--- src/ggs_pkg.sv ---
`default_nettype none

package ggs_pkg;

    // field widths
    localparam int OP_W      = 2;
    localparam int IR_W      = 10;
    localparam int PULSE_W   = 12;
    localparam int TIMEOUT_W = 16;
    localparam int STATE_W   = 3;
    localparam int EVENT_W   = 3;
    localparam int CFG_IDX_W = 3;
    localparam int CFG_W     = 16;

    // countdown width
    localparam int TIMER_BITS = 16;

    // operations
    localparam logic [OP_W-1:0] OP_TICK    = 2'd0;
    localparam logic [OP_W-1:0] OP_MANUAL  = 2'd1;
    localparam logic [OP_W-1:0] OP_AUTO    = 2'd2;
    localparam logic [OP_W-1:0] OP_RELEASE = 2'd3;

    // sequencer states
    localparam logic [STATE_W-1:0] ST_OPEN    = 3'd0;
    localparam logic [STATE_W-1:0] ST_SEARCH  = 3'd1;
    localparam logic [STATE_W-1:0] ST_CLOSING = 3'd2;
    localparam logic [STATE_W-1:0] ST_CHECK   = 3'd3;
    localparam logic [STATE_W-1:0] ST_STOCKED = 3'd4;

    // event codes
    localparam logic [EVENT_W-1:0] EV_NONE     = 3'd0;
    localparam logic [EVENT_W-1:0] EV_GAVEUP   = 3'd1;
    localparam logic [EVENT_W-1:0] EV_STOCKED  = 3'd2;
    localparam logic [EVENT_W-1:0] EV_FAIL     = 3'd3;
    localparam logic [EVENT_W-1:0] EV_RELEASED = 3'd4;

    // register indexes
    localparam logic [CFG_IDX_W-1:0] CFG_IR_THRESHOLD = 3'd0;
    localparam logic [CFG_IDX_W-1:0] CFG_OPEN_PULSE   = 3'd1;
    localparam logic [CFG_IDX_W-1:0] CFG_LOCK_PULSE   = 3'd2;
    localparam logic [CFG_IDX_W-1:0] CFG_SEARCH_TO    = 3'd3;
    localparam logic [CFG_IDX_W-1:0] CFG_CLOSING_TO   = 3'd4;

    // register reset values
    localparam logic [IR_W-1:0]      RST_IR_THRESHOLD = 10'd300;
    localparam logic [PULSE_W-1:0]   RST_OPEN_PULSE   = 12'd1000;
    localparam logic [PULSE_W-1:0]   RST_LOCK_PULSE   = 12'd2000;
    localparam logic [TIMEOUT_W-1:0] RST_SEARCH_TO    = 16'd1000;
    localparam logic [TIMEOUT_W-1:0] RST_CLOSING_TO   = 16'd50;

    typedef struct packed {
        logic [IR_W-1:0]      ir_threshold;
        logic [PULSE_W-1:0]   open_pulse_us;
        logic [PULSE_W-1:0]   lock_pulse_us;
        logic [TIMEOUT_W-1:0] search_timeout;
        logic [TIMEOUT_W-1:0] closing_timeout;
    } t_cfg;

    typedef struct packed {
        logic [STATE_W-1:0]    fsm_state;
        logic                  timer_armed;
        logic [TIMER_BITS-1:0] timer_remaining;
    } t_seq_state;

    typedef struct packed {
        logic [STATE_W-1:0] fsm_now;
        logic [PULSE_W-1:0] servo_pulse_us;
        logic               part_present;
        logic [EVENT_W-1:0] event_code;
    } t_result;

endpackage

`default_nettype wire

--- src/ir_gated_gripper_sequencer.sv ---
`default_nettype none

// IR-gated gripper sequencer: open, search, closing, check, stocked.
// Input channel (i_valid/o_ready) carries an operation (tick with IR sample,
// manual stock, auto stock, release); output channel (o_valid/i_ready)
// returns exactly one result per input transaction: state, servo pulse
// width, part-present flag and event code.
// Configuration is a plain write port (i_cfg_wr_en, i_cfg_index,
// i_cfg_data); writes take effect at the clock edge and go unanswered.
// Path: a transaction accepted at one edge is latched in the input
// register, then settled through the state logic into the result register
// once that register is free or being taken, and its result is offered there.
// Throughput: one transaction per cycle while the receiver does not stall,
// set by the combinational state update between the input and result registers.
// When the receiver stalls, the result register holds; the input register
// still takes one more transaction, after which o_ready drops until the
// result is taken.
// Reset (synchronous, active low) returns the sequencer to open with the
// countdown disarmed, empties both registers and restores register defaults.

module ir_gated_gripper_sequencer
    import ggs_pkg::*;
(
    input  wire logic                 i_clk,
    input  wire logic                 i_rst_n,
    input  wire logic                 i_cfg_wr_en,
    input  wire logic [CFG_IDX_W-1:0] i_cfg_index,
    input  wire logic [CFG_W-1:0]     i_cfg_data,
    input  wire logic                 i_valid,
    output logic                      o_ready,
    input  wire logic [OP_W-1:0]      i_operation,
    input  wire logic [IR_W-1:0]      i_ir_sample,
    output logic                      o_valid,
    input  wire logic                 i_ready,
    output logic [STATE_W-1:0]        o_fsm_now,
    output logic [PULSE_W-1:0]        o_servo_pulse_us,
    output logic                      o_part_present,
    output logic [EVENT_W-1:0]        o_event_code
);

    t_cfg       cfg;
    t_seq_state r_seq;
    t_seq_state n_seq;
    t_result    n_result;
    t_result    r_result;

    logic            r_in_valid;
    logic [OP_W-1:0] r_operation;
    logic [IR_W-1:0] r_ir_sample;
    logic            r_out_valid;
    logic            advance;

    ggs_cfg_regs u_cfg_regs (
        .i_clk       (i_clk),
        .i_rst_n     (i_rst_n),
        .i_cfg_wr_en (i_cfg_wr_en),
        .i_cfg_index (i_cfg_index),
        .i_cfg_data  (i_cfg_data),
        .o_cfg       (cfg)
    );

    ggs_step u_step (
        .i_cfg       (cfg),
        .i_cur       (r_seq),
        .i_operation (r_operation),
        .i_ir_sample (r_ir_sample),
        .o_next      (n_seq),
        .o_result    (n_result)
    );

    // move the held transaction into the result register
    assign advance = r_in_valid && (!r_out_valid || i_ready);
    assign o_ready = !r_in_valid || advance;

    // input register
    always_ff @(posedge i_clk) begin
        if (!i_rst_n) begin
            r_in_valid <= 1'b0;
        end else if (o_ready) begin
            r_in_valid <= i_valid;
        end
    end

    always_ff @(posedge i_clk) begin
        if (o_ready && i_valid) begin
            r_operation <= i_operation;
            r_ir_sample <= i_ir_sample;
        end
    end

    // sequencer state
    always_ff @(posedge i_clk) begin
        if (!i_rst_n) begin
            r_seq.fsm_state       <= ST_OPEN;
            r_seq.timer_armed     <= 1'b0;
            r_seq.timer_remaining <= '0;
        end else if (advance) begin
            r_seq <= n_seq;
        end
    end

    // result register
    always_ff @(posedge i_clk) begin
        if (!i_rst_n) begin
            r_out_valid <= 1'b0;
        end else if (advance) begin
            r_out_valid <= 1'b1;
        end else if (i_ready) begin
            r_out_valid <= 1'b0;
        end
    end

    always_ff @(posedge i_clk) begin
        if (advance) begin
            r_result <= n_result;
        end
    end

    assign o_valid          = r_out_valid;
    assign o_fsm_now        = r_result.fsm_now;
    assign o_servo_pulse_us = r_result.servo_pulse_us;
    assign o_part_present   = r_result.part_present;
    assign o_event_code     = r_result.event_code;

endmodule

`default_nettype wire

--- src/ggs_cfg_regs.sv ---
`default_nettype none

module ggs_cfg_regs
    import ggs_pkg::*;
(
    input  wire logic                 i_clk,
    input  wire logic                 i_rst_n,
    input  wire logic                 i_cfg_wr_en,
    input  wire logic [CFG_IDX_W-1:0] i_cfg_index,
    input  wire logic [CFG_W-1:0]     i_cfg_data,
    output t_cfg                      o_cfg
);

    t_cfg r_cfg;

    // register file, writes beyond the list are dropped
    always_ff @(posedge i_clk) begin
        if (!i_rst_n) begin
            r_cfg.ir_threshold    <= RST_IR_THRESHOLD;
            r_cfg.open_pulse_us   <= RST_OPEN_PULSE;
            r_cfg.lock_pulse_us   <= RST_LOCK_PULSE;
            r_cfg.search_timeout  <= RST_SEARCH_TO;
            r_cfg.closing_timeout <= RST_CLOSING_TO;
        end else if (i_cfg_wr_en) begin
            case (i_cfg_index)
                CFG_IR_THRESHOLD: r_cfg.ir_threshold    <= i_cfg_data[IR_W-1:0];
                CFG_OPEN_PULSE:   r_cfg.open_pulse_us   <= i_cfg_data[PULSE_W-1:0];
                CFG_LOCK_PULSE:   r_cfg.lock_pulse_us   <= i_cfg_data[PULSE_W-1:0];
                CFG_SEARCH_TO:    r_cfg.search_timeout  <= i_cfg_data[TIMEOUT_W-1:0];
                CFG_CLOSING_TO:   r_cfg.closing_timeout <= i_cfg_data[TIMEOUT_W-1:0];
                default: ;
            endcase
        end
    end

    assign o_cfg = r_cfg;

endmodule

`default_nettype wire

--- src/ggs_step.sv ---
`default_nettype none

module ggs_step
    import ggs_pkg::*;
(
    input  wire t_cfg             i_cfg,
    input  wire t_seq_state       i_cur,
    input  wire logic [OP_W-1:0]  i_operation,
    input  wire logic [IR_W-1:0]  i_ir_sample,
    output t_seq_state            o_next,
    output t_result               o_result
);

    logic                  seen;
    logic [STATE_W-1:0]    st;
    logic                  armed;
    logic [TIMER_BITS-1:0] rem;
    logic [EVENT_W-1:0]    ev;

    assign seen = i_ir_sample > i_cfg.ir_threshold;

    // one transaction worth of sequencer moves, applied in order
    always_comb begin
        st    = i_cur.fsm_state;
        armed = i_cur.timer_armed;
        rem   = i_cur.timer_remaining;
        ev    = EV_NONE;
        case (i_operation)
            OP_TICK: begin
                // countdown first
                if (armed) begin
                    if (rem == '0) begin
                        armed = 1'b0;
                        if (st == ST_SEARCH) begin
                            st = ST_OPEN;
                            ev = EV_GAVEUP;
                        end else if (st == ST_CLOSING) begin
                            st = ST_CHECK;
                        end
                    end else begin
                        rem = rem - 1'b1;
                    end
                end
                // detection while searching
                if (st == ST_SEARCH && seen) begin
                    st    = ST_CLOSING;
                    armed = 1'b1;
                    rem   = TIMER_BITS'(i_cfg.closing_timeout);
                end
                // presence check settles in the same transaction
                if (st == ST_CHECK) begin
                    armed = 1'b0;
                    if (seen) begin
                        st = ST_STOCKED;
                        ev = EV_STOCKED;
                    end else begin
                        st = ST_OPEN;
                        ev = EV_FAIL;
                    end
                end
            end
            OP_MANUAL: begin
                if (st == ST_OPEN) begin
                    st    = ST_CLOSING;
                    armed = 1'b1;
                    rem   = TIMER_BITS'(i_cfg.closing_timeout);
                end
            end
            OP_AUTO: begin
                if (st == ST_OPEN) begin
                    st    = ST_SEARCH;
                    armed = 1'b1;
                    rem   = TIMER_BITS'(i_cfg.search_timeout);
                end
            end
            OP_RELEASE: begin
                if (st == ST_STOCKED) begin
                    st    = ST_OPEN;
                    armed = 1'b0;
                    ev    = EV_RELEASED;
                end
            end
            default: ;
        endcase
    end

    assign o_next.fsm_state       = st;
    assign o_next.timer_armed     = armed;
    assign o_next.timer_remaining = rem;

    // result fields from the new state
    assign o_result.fsm_now        = st;
    assign o_result.servo_pulse_us = (st == ST_OPEN || st == ST_SEARCH) ?
                                     i_cfg.open_pulse_us : i_cfg.lock_pulse_us;
    assign o_result.part_present   = (st == ST_STOCKED);
    assign o_result.event_code     = ev;

endmodule

`default_nettype wire
--- config.mk ---
export PLATFORM = sky130hd
export DESIGN_NAME = ir_gated_gripper_sequencer
export DESIGN_NICKNAME = d
export VERILOG_FILES = /design/src/ggs_pkg.sv /design/src/ir_gated_gripper_sequencer.sv /design/src/ggs_cfg_regs.sv /design/src/ggs_step.sv
export SDC_FILE = /design/constraint.sdc
export NUM_CORES = 1
export LEC_CHECK = 0
export BUFFER_PORTS_ARGS = -buffer_cell sky130_fd_sc_hd__buf_2
export CAP_MARGIN = 20
export CORE_MARGIN = 5
export CORE_UTILIZATION = 60
export DETAILED_ROUTE_END_ITERATION = 8
export GPL_ROUTABILITY_DRIVEN = 0
export PLACE_DENSITY_LB_ADDON = 0.12
export SLEW_MARGIN = 20
export SYNTH_ARGS = -nofsm -noshare
export SYNTH_HDL_FRONTEND = slang
export SYNTH_HIERARCHICAL = 1
export SYNTH_SLANG_ARGS = --single-unit
--- constraint.sdc ---
create_clock -name i_clk -period 7.4 [get_ports i_clk]
set_input_delay 1.11 -clock i_clk [delete_from_list [all_inputs] [get_ports i_clk]]
set_output_delay 1.11 -clock i_clk [all_outputs]
set_load 0.1 [all_outputs]
==> results of run 1 <==
[power groups by stage]
stage	clock (W)	sequential (W)	combinational [W]
2_1_floorplan	0	0.000747	0.000131
3_3_place_gp	0	0.000716	0.000200
3_5_place_dp	0	0.000717	0.000204
4_1_cts	0.000821	0.000703	0.000205
5_1_grt	0.000861	0.000705	0.000223
6_report	0.000809	0.000703	0.000207
[layout make-up]
| cell class | instances | share of cell area [%] |
|---|---|---|
| Clock buffer | 25 | 7.71 |
| Inverter | 23 | 1.21 |
| Tap cell | 136 | 2.39 |
| Clock inverter | 7 | 0.685 |
| Sequential cell | 119 | 37.8 |
| Timing Repair Buffer | 63 | 4.70 |
| Multi-Input combinational cell | 446 | 45.5 |
[stage by stage]
| step | util, % | hold WS (ns) |
|---|---|---|
| finish | 69.4 | 0.460 |
| detailed placement | 63.5 | 0.450 |
| global placement | 63.5 | 0.438 |
| global route | 69.4 | 0.484 |
| floorplan | - | 0.431 |
| CTS | 69.4 | 0.463 |
[worst max-delay path, stage by stage (launching register included)]
cell      delay [ns]
dfxtp_1         0.33
inv_1           0.15
ha_1            0.16
or4b_4          0.49
nor4_4          0.41
or4_4           0.27
nand2b_1        0.71
a31oi_1         0.18
o32a_1          0.37
nand2_1         0.06
mux2i_1         0.07
[worst paths after layout]
kind | start | to | cells past startpoint
setup reg to reg | r_seq[0] | r_seq[5] | 10
hold reg to reg | u_cfg_regs/o_cfg[48] | u_cfg_regs/o_cfg[48] | 2
setup / recovery | r_seq[0] | r_seq[5] | 10
hold / removal | u_cfg_regs/o_cfg[48] | u_cfg_regs/o_cfg[48] | 2
[cell usage after synthesis (14+ instances only)]
| library cell | instances |
|---|---|
| dfxtp_1 | 88 |
| ha_1 | 16 |
| nor2b_1 | 37 |
| nor2_1 | 17 |
| a21oi_1 | 14 |
| mux2i_1 | 95 |
| clkbuf_1 | 26 |
| inv_1 | 22 |
| nand2_1 | 115 |
| edfxtp_1 | 31 |
[flip-flops by register name (all words and copies together) (netlist names)]
name and cells:
o_servo_pulse_us 12, r_in_valid 1, r_operation 2, o_fsm_now 3, o_event_code 3, r_ir_sample 10, r_seq 20, u_cfg_regs/o_cfg 66
o_part_present 1, o_valid 1
[cells by family after synthesis]
| family | after synthesis | synth area share [%] |
|---|---|---|
| multiplexers | 109 | 18.3 |
| buffers and inverters | 70 | 5.48 |
| XOR/XNOR | 9 | 1.26 |
| adder cells (fa/ha/maj) | 16 | 3.19 |
| AND/OR/NAND/NOR | 227 | 18.4 |
| flip-flops | 119 | 42.9 |
| AO/OA/AOI/OAI | 85 | 10.5 |
[metal layers]
layer | up-vias | GRT usage, % | routed length, µm | share of wire, %
li1 | 2337 | - | - | -
met1 | 2289 | 30.2 | 6550 | 45
met2 | 156 | 39.1 | 6780 | 47
met3 | 25 | 6.58 | 757 | 5.3
met4 | 0 | 8.09 | 313 | 2.2
met5 | - | 0 | 0 | 0
==> flow_metrics.tcl, run 1 <==
set metrics [dict create \
    p_leak_nw 3.06 \
    clock_sinks 119 \
    p_int_w 0.00127 \
    dr_total_vias 4807 \
    postSynthAreaPerCell_um2 9.88 \
    worst_pin_slew_ns 0.989 \
    combPwrFrac_pct 12.0 \
    grt_max_degree 89 \
    grt_pass1_vias 4770 \
    syn_area_um2 6270 \
    clock-root-buffer "clkbuf_8" \
    numCtsBuffers 17 \
    fin_crit_ns 3.34 \
    clkPwrFrac_pct 47.1 \
    finalInstanceArea_um2 7130 \
    ir_drop_uv 261 \
    yosysUniqueCellTypes 68 \
    finalSetupTns_ns 0 \
    core_area_um2 10300 \
    clkTransAtPathRegs_ns 0.06 \
    ys.warnings.count 6 \
    die_y_um 112 \
    finalNetCount 722 \
    critPathKind "reg -> reg" \
    outcome "finished, final reports clean" \
    final_cell_count_no_fill 819 \
    gr-total-overflow 0 \
    min_path_type "reg -> reg" \
    std_cell_rows 37 \
    fmax_mhz 300 \
    avgRoutedWirePerCell_um 17.6 \
    final_common_cell "nand2_1" \
    total_power_w 0.00172 \
    yosysSeqAreaShare_pct 42.9 \
    register_area_um2 2690 \
    setup_viol 0 \
    multi_input_area_um2 3250 \
    ctsHoldBuffers 0 \
    start_util_pct 61.1 \
    syn_inst 635 \
    htreeDepth 4 \
    synth_edf_count 31 \
    slew_headroom_pct 33.7 \
    dr.pass1.iters 5 \
    skew_ns 0.00767 \
    finalCritPeriodShare_pct 45.1 \
    p_per_area_nw_per_um2 241 \
    switchingPower_w 0.000447 \
    ctsResizeCount 0 \
    antenna_found_initial 0 \
    drv_cap 0 \
    layout_common_cells "115 x nand2_1, 95 x mux2i_1, 88 x dfxtp_1, 55 x buf_2, 36 x nor2b_1" \
    drive_gt1_share_pct 17.4 \
    postCtsSetupBuffers 0 \
    dp_slack_ns 4.13 \
    clk_latency_ns 0.53 \
    drcViolationCount 0 \
    dpl-instance-area_um2 6530 \
    r2r_setup_slack_ns 4.06 \
    required_ns 7.80 \
    dpl.cell_count 787 \
    ys_top_cells_by_area "dfxtp_1 28%, mux2i_1 15%, edfxtp_1 15%" \
    cts_buffer_depth 2 \
    cp.arrival_ns 3.73 \
    synthFlopType "dfxtp_1" \
    power_frac_seq_pct 40.9 \
    rsz0062_at_grt "no" \
    drt_iter0_markers 263 \
    synth_top_area_share_pct 28.1 \
    ant_nets 0 \
    cts_tree "built" \
    port_buffers 56 \
    endpoint_kind "flop" \
    mappedNetlistNets 687 \
    place_hpwl_um 9910 \
    synth_top_cell_by_area "dfxtp_1" \
    final-hold-violation-count 0 \
    fill_cells 838 \
    cp_max_fo 15 \
    async_flop_share_pct 0 \
    drt-vias-per-instance 5.87 \
    diodes 0 \
    gr-usage-all-layers_pct 23.7 \
    p_sw_share_pct 26.0 \
    io_pins 57 \
    ys_ff_latch 119 \
    slew_violations 0 \
    routed_wl_um 14400 \
    grt_pass1_wl_um 23600 \
    die_width_um 112 \
    area_growth_syn_to_layout_pct 13.6 \
    die_area_um2 12600 \
    crit_path_start_kind "flop" \
    fin_ws_ns 4.06 \
]
Power figures use the tool's default switching activity.
==> inputs of run 2 (changes only) <==
==> constraint.sdc (replaced) <==
create_clock -name i_clk -period 3.1 [get_ports i_clk]
set_input_delay 0.465 -clock i_clk [delete_from_list [all_inputs] [get_ports i_clk]]
set_output_delay 0.465 -clock i_clk [all_outputs]
set_load 0.1 [all_outputs]
==> flow_metrics.tcl, run 2 (same netlist as run 1, synthesis figures left out) <==
set metrics [dict create \
    fmax_mhz 348 \
    clk_latency_ns 0.53 \
    path_buf_inv 3 \
    slew_headroom_pct 42.9 \
    grt_max_degree 65 \
    critPathKind "reg -> reg" \
    clkPwrFrac_pct 43.9 \
    p_leak_nw 3.09 \
    ir_drop_uv 495 \
    drive_gt1_share_pct 18.3 \
    worst_pin_slew_ns 0.848 \
    drt-vias-per-instance 5.87 \
    rsz0062_at_grt "no" \
    io_pins 57 \
    area_growth_syn_to_layout_pct 14.5 \
    p_int_w 0.00291 \
    grt_pass1_wl_um 24400 \
    cp_slowest_stage_delay_ns 0.49 \
    required_ns 3.36 \
    p_per_area_nw_per_um2 545 \
    slowest_stage "or4b_4" \
    finalSetupTns_ns 0 \
    dr.pass1.iters 5 \
    fill_cells 807 \
    dr_total_vias 4871 \
    clock_sinks 119 \
    postCtsSetupBuffers 0 \
    setup_viol 0 \
    ctsHoldBuffers 0 \
    core_area_um2 10300 \
    min_path_type "in -> reg" \
    die_width_um 112 \
    start_util_pct 61.1 \
    numCtsBuffers 17 \
    die_area_um2 12600 \
    slew_violations 0 \
    cp_top_family "simple AND/OR/NAND/NOR gates" \
    final-hold-violation-count 0 \
    clkTransAtPathRegs_ns 0.06 \
    drcViolationCount 0 \
    p_sw_share_pct 25.6 \
    drt_iter0_markers 329 \
    ant_nets 0 \
    switchingPower_w 0.00100 \
    combPwrFrac_pct 13.3 \
    port_buffers 56 \
    final_common_cell "nand2_1" \
    std_cell_rows 37 \
    clock-root-buffer "clkbuf_8" \
    ctsResizeCount 0 \
    cp.arrival_ns 3.14 \
    crit_chain "inv_1 -> ha_1 -> or4b_4 -> nor4_4 -> buf_4 -> o211a_1 -> o21ai_1 -> o22ai_4 -> buf_12 -> mux2_1" \
    endpoint_kind "flop" \
    avgRoutedWirePerCell_um 17.7 \
    place_hpwl_um 10300 \
    fin_crit_ns 2.87 \
    power_frac_seq_pct 42.9 \
    htreeDepth 4 \
    cp_max_fo 12 \
    cts_buffer_depth 2 \
    largest_reg_flops 66 \
    diodes 0 \
    crit_path_start_kind "flop" \
    layout_common_cells "115 x nand2_1, 95 x mux2i_1, 88 x dfxtp_1, 55 x buf_2, 36 x nor2b_1" \
    antenna_found_initial 0 \
    skew_ns 0.0117 \
    finalNetCount 735 \
    routed_wl_um 14700 \
    gr-usage-all-layers_pct 24.4 \
    gr-total-overflow 0 \
    final_cell_count_no_fill 830 \
    cts_tree "built" \
    finalCritPeriodShare_pct 92.7 \
    die_y_um 112 \
    outcome "finished, final reports clean" \
    dpl.cell_count 800 \
    drv_cap 0 \
    grt_pass1_vias 4967 \
]
[run 2: changes by cell type in the layout (fill, tap and decap cells not counted)]
cell        change
buf_4          +10
clkbuf_16       -4
buf_12          +3
clkbuf_1        +3
clkbuf_8        +3
clkinv_4        -2
clkinvlp_4      +2
inv_4           -2
clkinv_2        -1
inv_6           -1
[run 2: layout make-up]
cell class	instances	area (µm²)	area share, %
multi-input combinational	446	3250	45.2
timing repair buffer	76	470	6.55
sequential	119	2690	37.5
clock inverter	3	20.0	0.279
tap	136	170	2.37
clock buffer	27	502	6.98
inverter	23	86.3	1.20
[run 2: worst register-to-register path: cells and delay by family, from the launching register on]
family	cells	cell delay (ns)
simple gates	2	0.79
flops	1	0.33
buf+inv	3	0.51
mux	1	0.34
compound gates	3	0.47
fa+ha+maj	1	0.16
[run 2: path summary, 6_finish.rpt]
| kind | startpoint | end | cells after the start | slack, ns |
|---|---|---|---|---|
| setup reg to reg | r_seq[0] | o_servo_pulse_us[11] | 10 | 0.23 |
| setup / recovery | r_seq[0] | o_servo_pulse_us[11] | 10 | 0.23 |
| hold reg to reg | u_cfg_regs/o_cfg[2] | u_cfg_regs/o_cfg[2] | 2 | 0.46 |
| hold / removal | i_ir_sample[3] | r_ir_sample[3] | 1 | 0.11 |
[run 2: stage by stage]
stage,setup slack (ns),cell area (µm²),utilization [%],hold WS [ns],total power [W]
2_1_floorplan,0.414,6270,-,0.431,0.00210
3_3_place_gp,0.366,6670,64.9,0.440,0.00221
3_5_place_dp,0.288,6670,64.9,0.452,0.00222
4_1_cts,0.265,7190,69.9,0.0913,0.00393
5_1_grt,0.0864,7190,69.9,0.0868,0.00407
6_report,0.227,7190,69.9,0.112,0.00391
[run 2: per-layer routing]
| layer | track usage [%] | part of all wire [%] |
|---|---|---|
| met5 | 0 | 0 |
| met4 | 10.2 | 2.6 |
| met3 | 5.77 | 5.7 |
| met2 | 39.4 | 47 |
| met1 | 31.5 | 44 |
[run 2: power by group through the flow]
stage,clock [W],sequential [W],combinational (W)
floorplan,0,0.00178,0.000312
global placement,0,0.00171,0.000501
detailed placement,0,0.00171,0.000513
CTS,0.00174,0.00168,0.000515
global route,0.00183,0.00168,0.000558
finish,0.00172,0.00168,0.000519
==> inputs of run 3 (changes only) <==
==> constraint.sdc (replaced) <==
create_clock -name i_clk -period 3.5 [get_ports i_clk]
set_input_delay 0.525 -clock i_clk [delete_from_list [all_inputs] [get_ports i_clk]]
set_output_delay 0.525 -clock i_clk [all_outputs]
set_load 0.1 [all_outputs]
==> flow_metrics.tcl, run 3 (same netlist as run 1, synthesis figures left out) <==
set metrics [dict create \
    outcome "finished, final reports clean" \
    io_pins 57 \
    grt_busiest_layer "met2" \
    final_cell_count_no_fill 827 \
    cp_top_family "simple AND/OR/NAND/NOR gates" \
    drv_cap 0 \
    routed_wl_um 14500 \
    core_area_um2 10300 \
    fin_util_pct 70.0 \
    drt-vias-per-instance 5.79 \
    crit_path_start_kind "flop" \
    finalCritPeriodShare_pct 84.7 \
    grtUsageMet2_pct 39.3 \
    layout_common_cells "115 x nand2_1, 95 x mux2i_1, 88 x dfxtp_1, 55 x buf_2, 36 x nor2b_1" \
    ctsResizeCount 0 \
    reg2reg_from "r_seq[0]" \
    cp_max_fo 12 \
    ant_nets 0 \
    dr_total_vias 4790 \
    cts_tree "built" \
    final_common_cell "nand2_1" \
    avgRoutedWirePerCell_um 17.5 \
    r2r_setup_slack_ns 0.53 \
    drt_iter0_markers 330 \
    worst_pin_slew_ns 0.980 \
    skew_ns 0.00669 \
    std_cell_rows 37 \
    rsz0062_at_grt "no" \
    cts_buffer_depth 2 \
    ir_drop_uv 434 \
    die_area_um2 12600 \
    slew_violations 0 \
    critPathKind "reg -> reg" \
    numCtsBuffers 17 \
    clkTransAtPathRegs_ns 0.06 \
    final-hold-violation-count 0 \
    clock-root-buffer "clkbuf_8" \
    setup_viol 0 \
    grt_max_degree 65 \
    finalSetupTns_ns 0 \
    cp.arrival_ns 3.24 \
    cp_slowest_stage_delay_ns 0.50 \
    start_util_pct 61.1 \
    min_path_type "in -> reg" \
    gr-total-overflow 0 \
    path_buf_inv 2 \
    total_power_w 0.00364 \
    port_buffers 56 \
    cp-endpoint "o_servo_pulse_us[11]" \
    crit_chain "inv_1 -> ha_1 -> or4b_4 -> nor4_4 -> o211a_1 -> o21ai_1 -> o22ai_4 -> buf_4 -> mux2_1" \
    p_per_area_nw_per_um2 506 \
    slowest_stage "or4b_4" \
    clock_sinks 119 \
    grt_util_met1_pct 30.1 \
    postCtsSetupBuffers 0 \
    grt_pass1_wl_um 24200 \
    fmax_mhz 337 \
    drive_gt1_share_pct 18.4 \
    place_hpwl_um 10100 \
    die_width_um 112 \
    dr.pass1.iters 5 \
    gr-usage-all-layers_pct 24.0 \
    finalNetCount 730 \
    required_ns 3.78 \
    clk_latency_ns 0.53 \
    antenna_found_initial 0 \
    area_growth_syn_to_layout_pct 14.6 \
    p_leak_nw 3.09 \
    endpoint_kind "flop" \
    worstRegToRegCells 9 \
    dpl.cell_count 795 \
    die_y_um 112 \
    grt_pass1_vias 4835 \
    cp.depth 9 \
    crit_path_start "r_seq[0]" \
    ctsHoldBuffers 0 \
    drcViolationCount 0 \
    met3_usage_pct 6.95 \
    htreeDepth 4 \
    r2r_end "o_servo_pulse_us[11]" \
    diodes 0 \
    slew_headroom_pct 34.3 \
    fin_crit_ns 2.97 \
    largest_reg_flops 66 \
]
[run 3: cell count changes in the layout (fill, tap and decap cells not counted)]
cell / previous run / this run
buf_12: 3 / 1
buf_4: 18 / 15
bufinv_16: 0 / 2
clkbuf_1: 5 / 1
clkbuf_16: 16 / 18
clkbuf_8: 6 / 1
clkinv_1: 1 / 2
clkinv_2: 1 / 5
clkinv_4: 0 / 3
clkinvlp_4: 2 / 1
o21ai_0: 7 / 6
o21ai_1: 5 / 6
[run 3: how the worst min path moves through the flow]
| stage | start | endpoint | slack, ns | depth (start not counted) |
|---|---|---|---|---|
| floorplan | u_cfg_regs/o_cfg[44] | u_cfg_regs/o_cfg[44] | 0.43 | 2 |
| global placement | u_cfg_regs/o_cfg[55] | u_cfg_regs/o_cfg[55] | 0.44 | 2 |
| detailed placement | u_cfg_regs/o_cfg[44] | u_cfg_regs/o_cfg[44] | 0.45 | 2 |
| CTS | i_operation[1] | r_operation[1] | 0.15 | 1 |
| global route | i_operation[1] | r_operation[1] | 0.15 | 1 |
| finish | i_operation[0] | r_operation[0] | 0.17 | 1 |
[run 3: power by group]
part	internal [W]	switching [W]	leakage [nW]	total, W
registers	0.00146	0.0000295	0.998	0.00149
clock network	0.00109	0.000614	0.292	0.00170
logic	0.000158	0.000288	1.80	0.000446
[run 3: routing by layer]
metal	wire [µm]	vias to the layer above	share of wire, %
met3	772	20	5.3
met5	0	-	0
met1	6290	2294	44
li1	-	2339	-
met2	7170	137	50
met4	209	0	1.4
[run 3: layout make-up]
type | instances | area (µm²)
sequential | 119 | 2690
clock buffer | 20 | 468
multi-input combinational | 446 | 3250
inverter | 23 | 86.3
timing repair buffer | 71 | 408
fill | 808 | 3080
tap | 136 | 170
clock inverter | 12 | 123
[run 3: stage by stage]
stage	cell area, µm²	hold slack, ns	worst slack, ns
global route	7190	0.146	0.409
floorplan	6270	0.431	0.814
finish	7190	0.167	0.535
detailed placement	6600	0.453	0.552
CTS	7190	0.146	0.538
global placement	6600	0.439	0.658
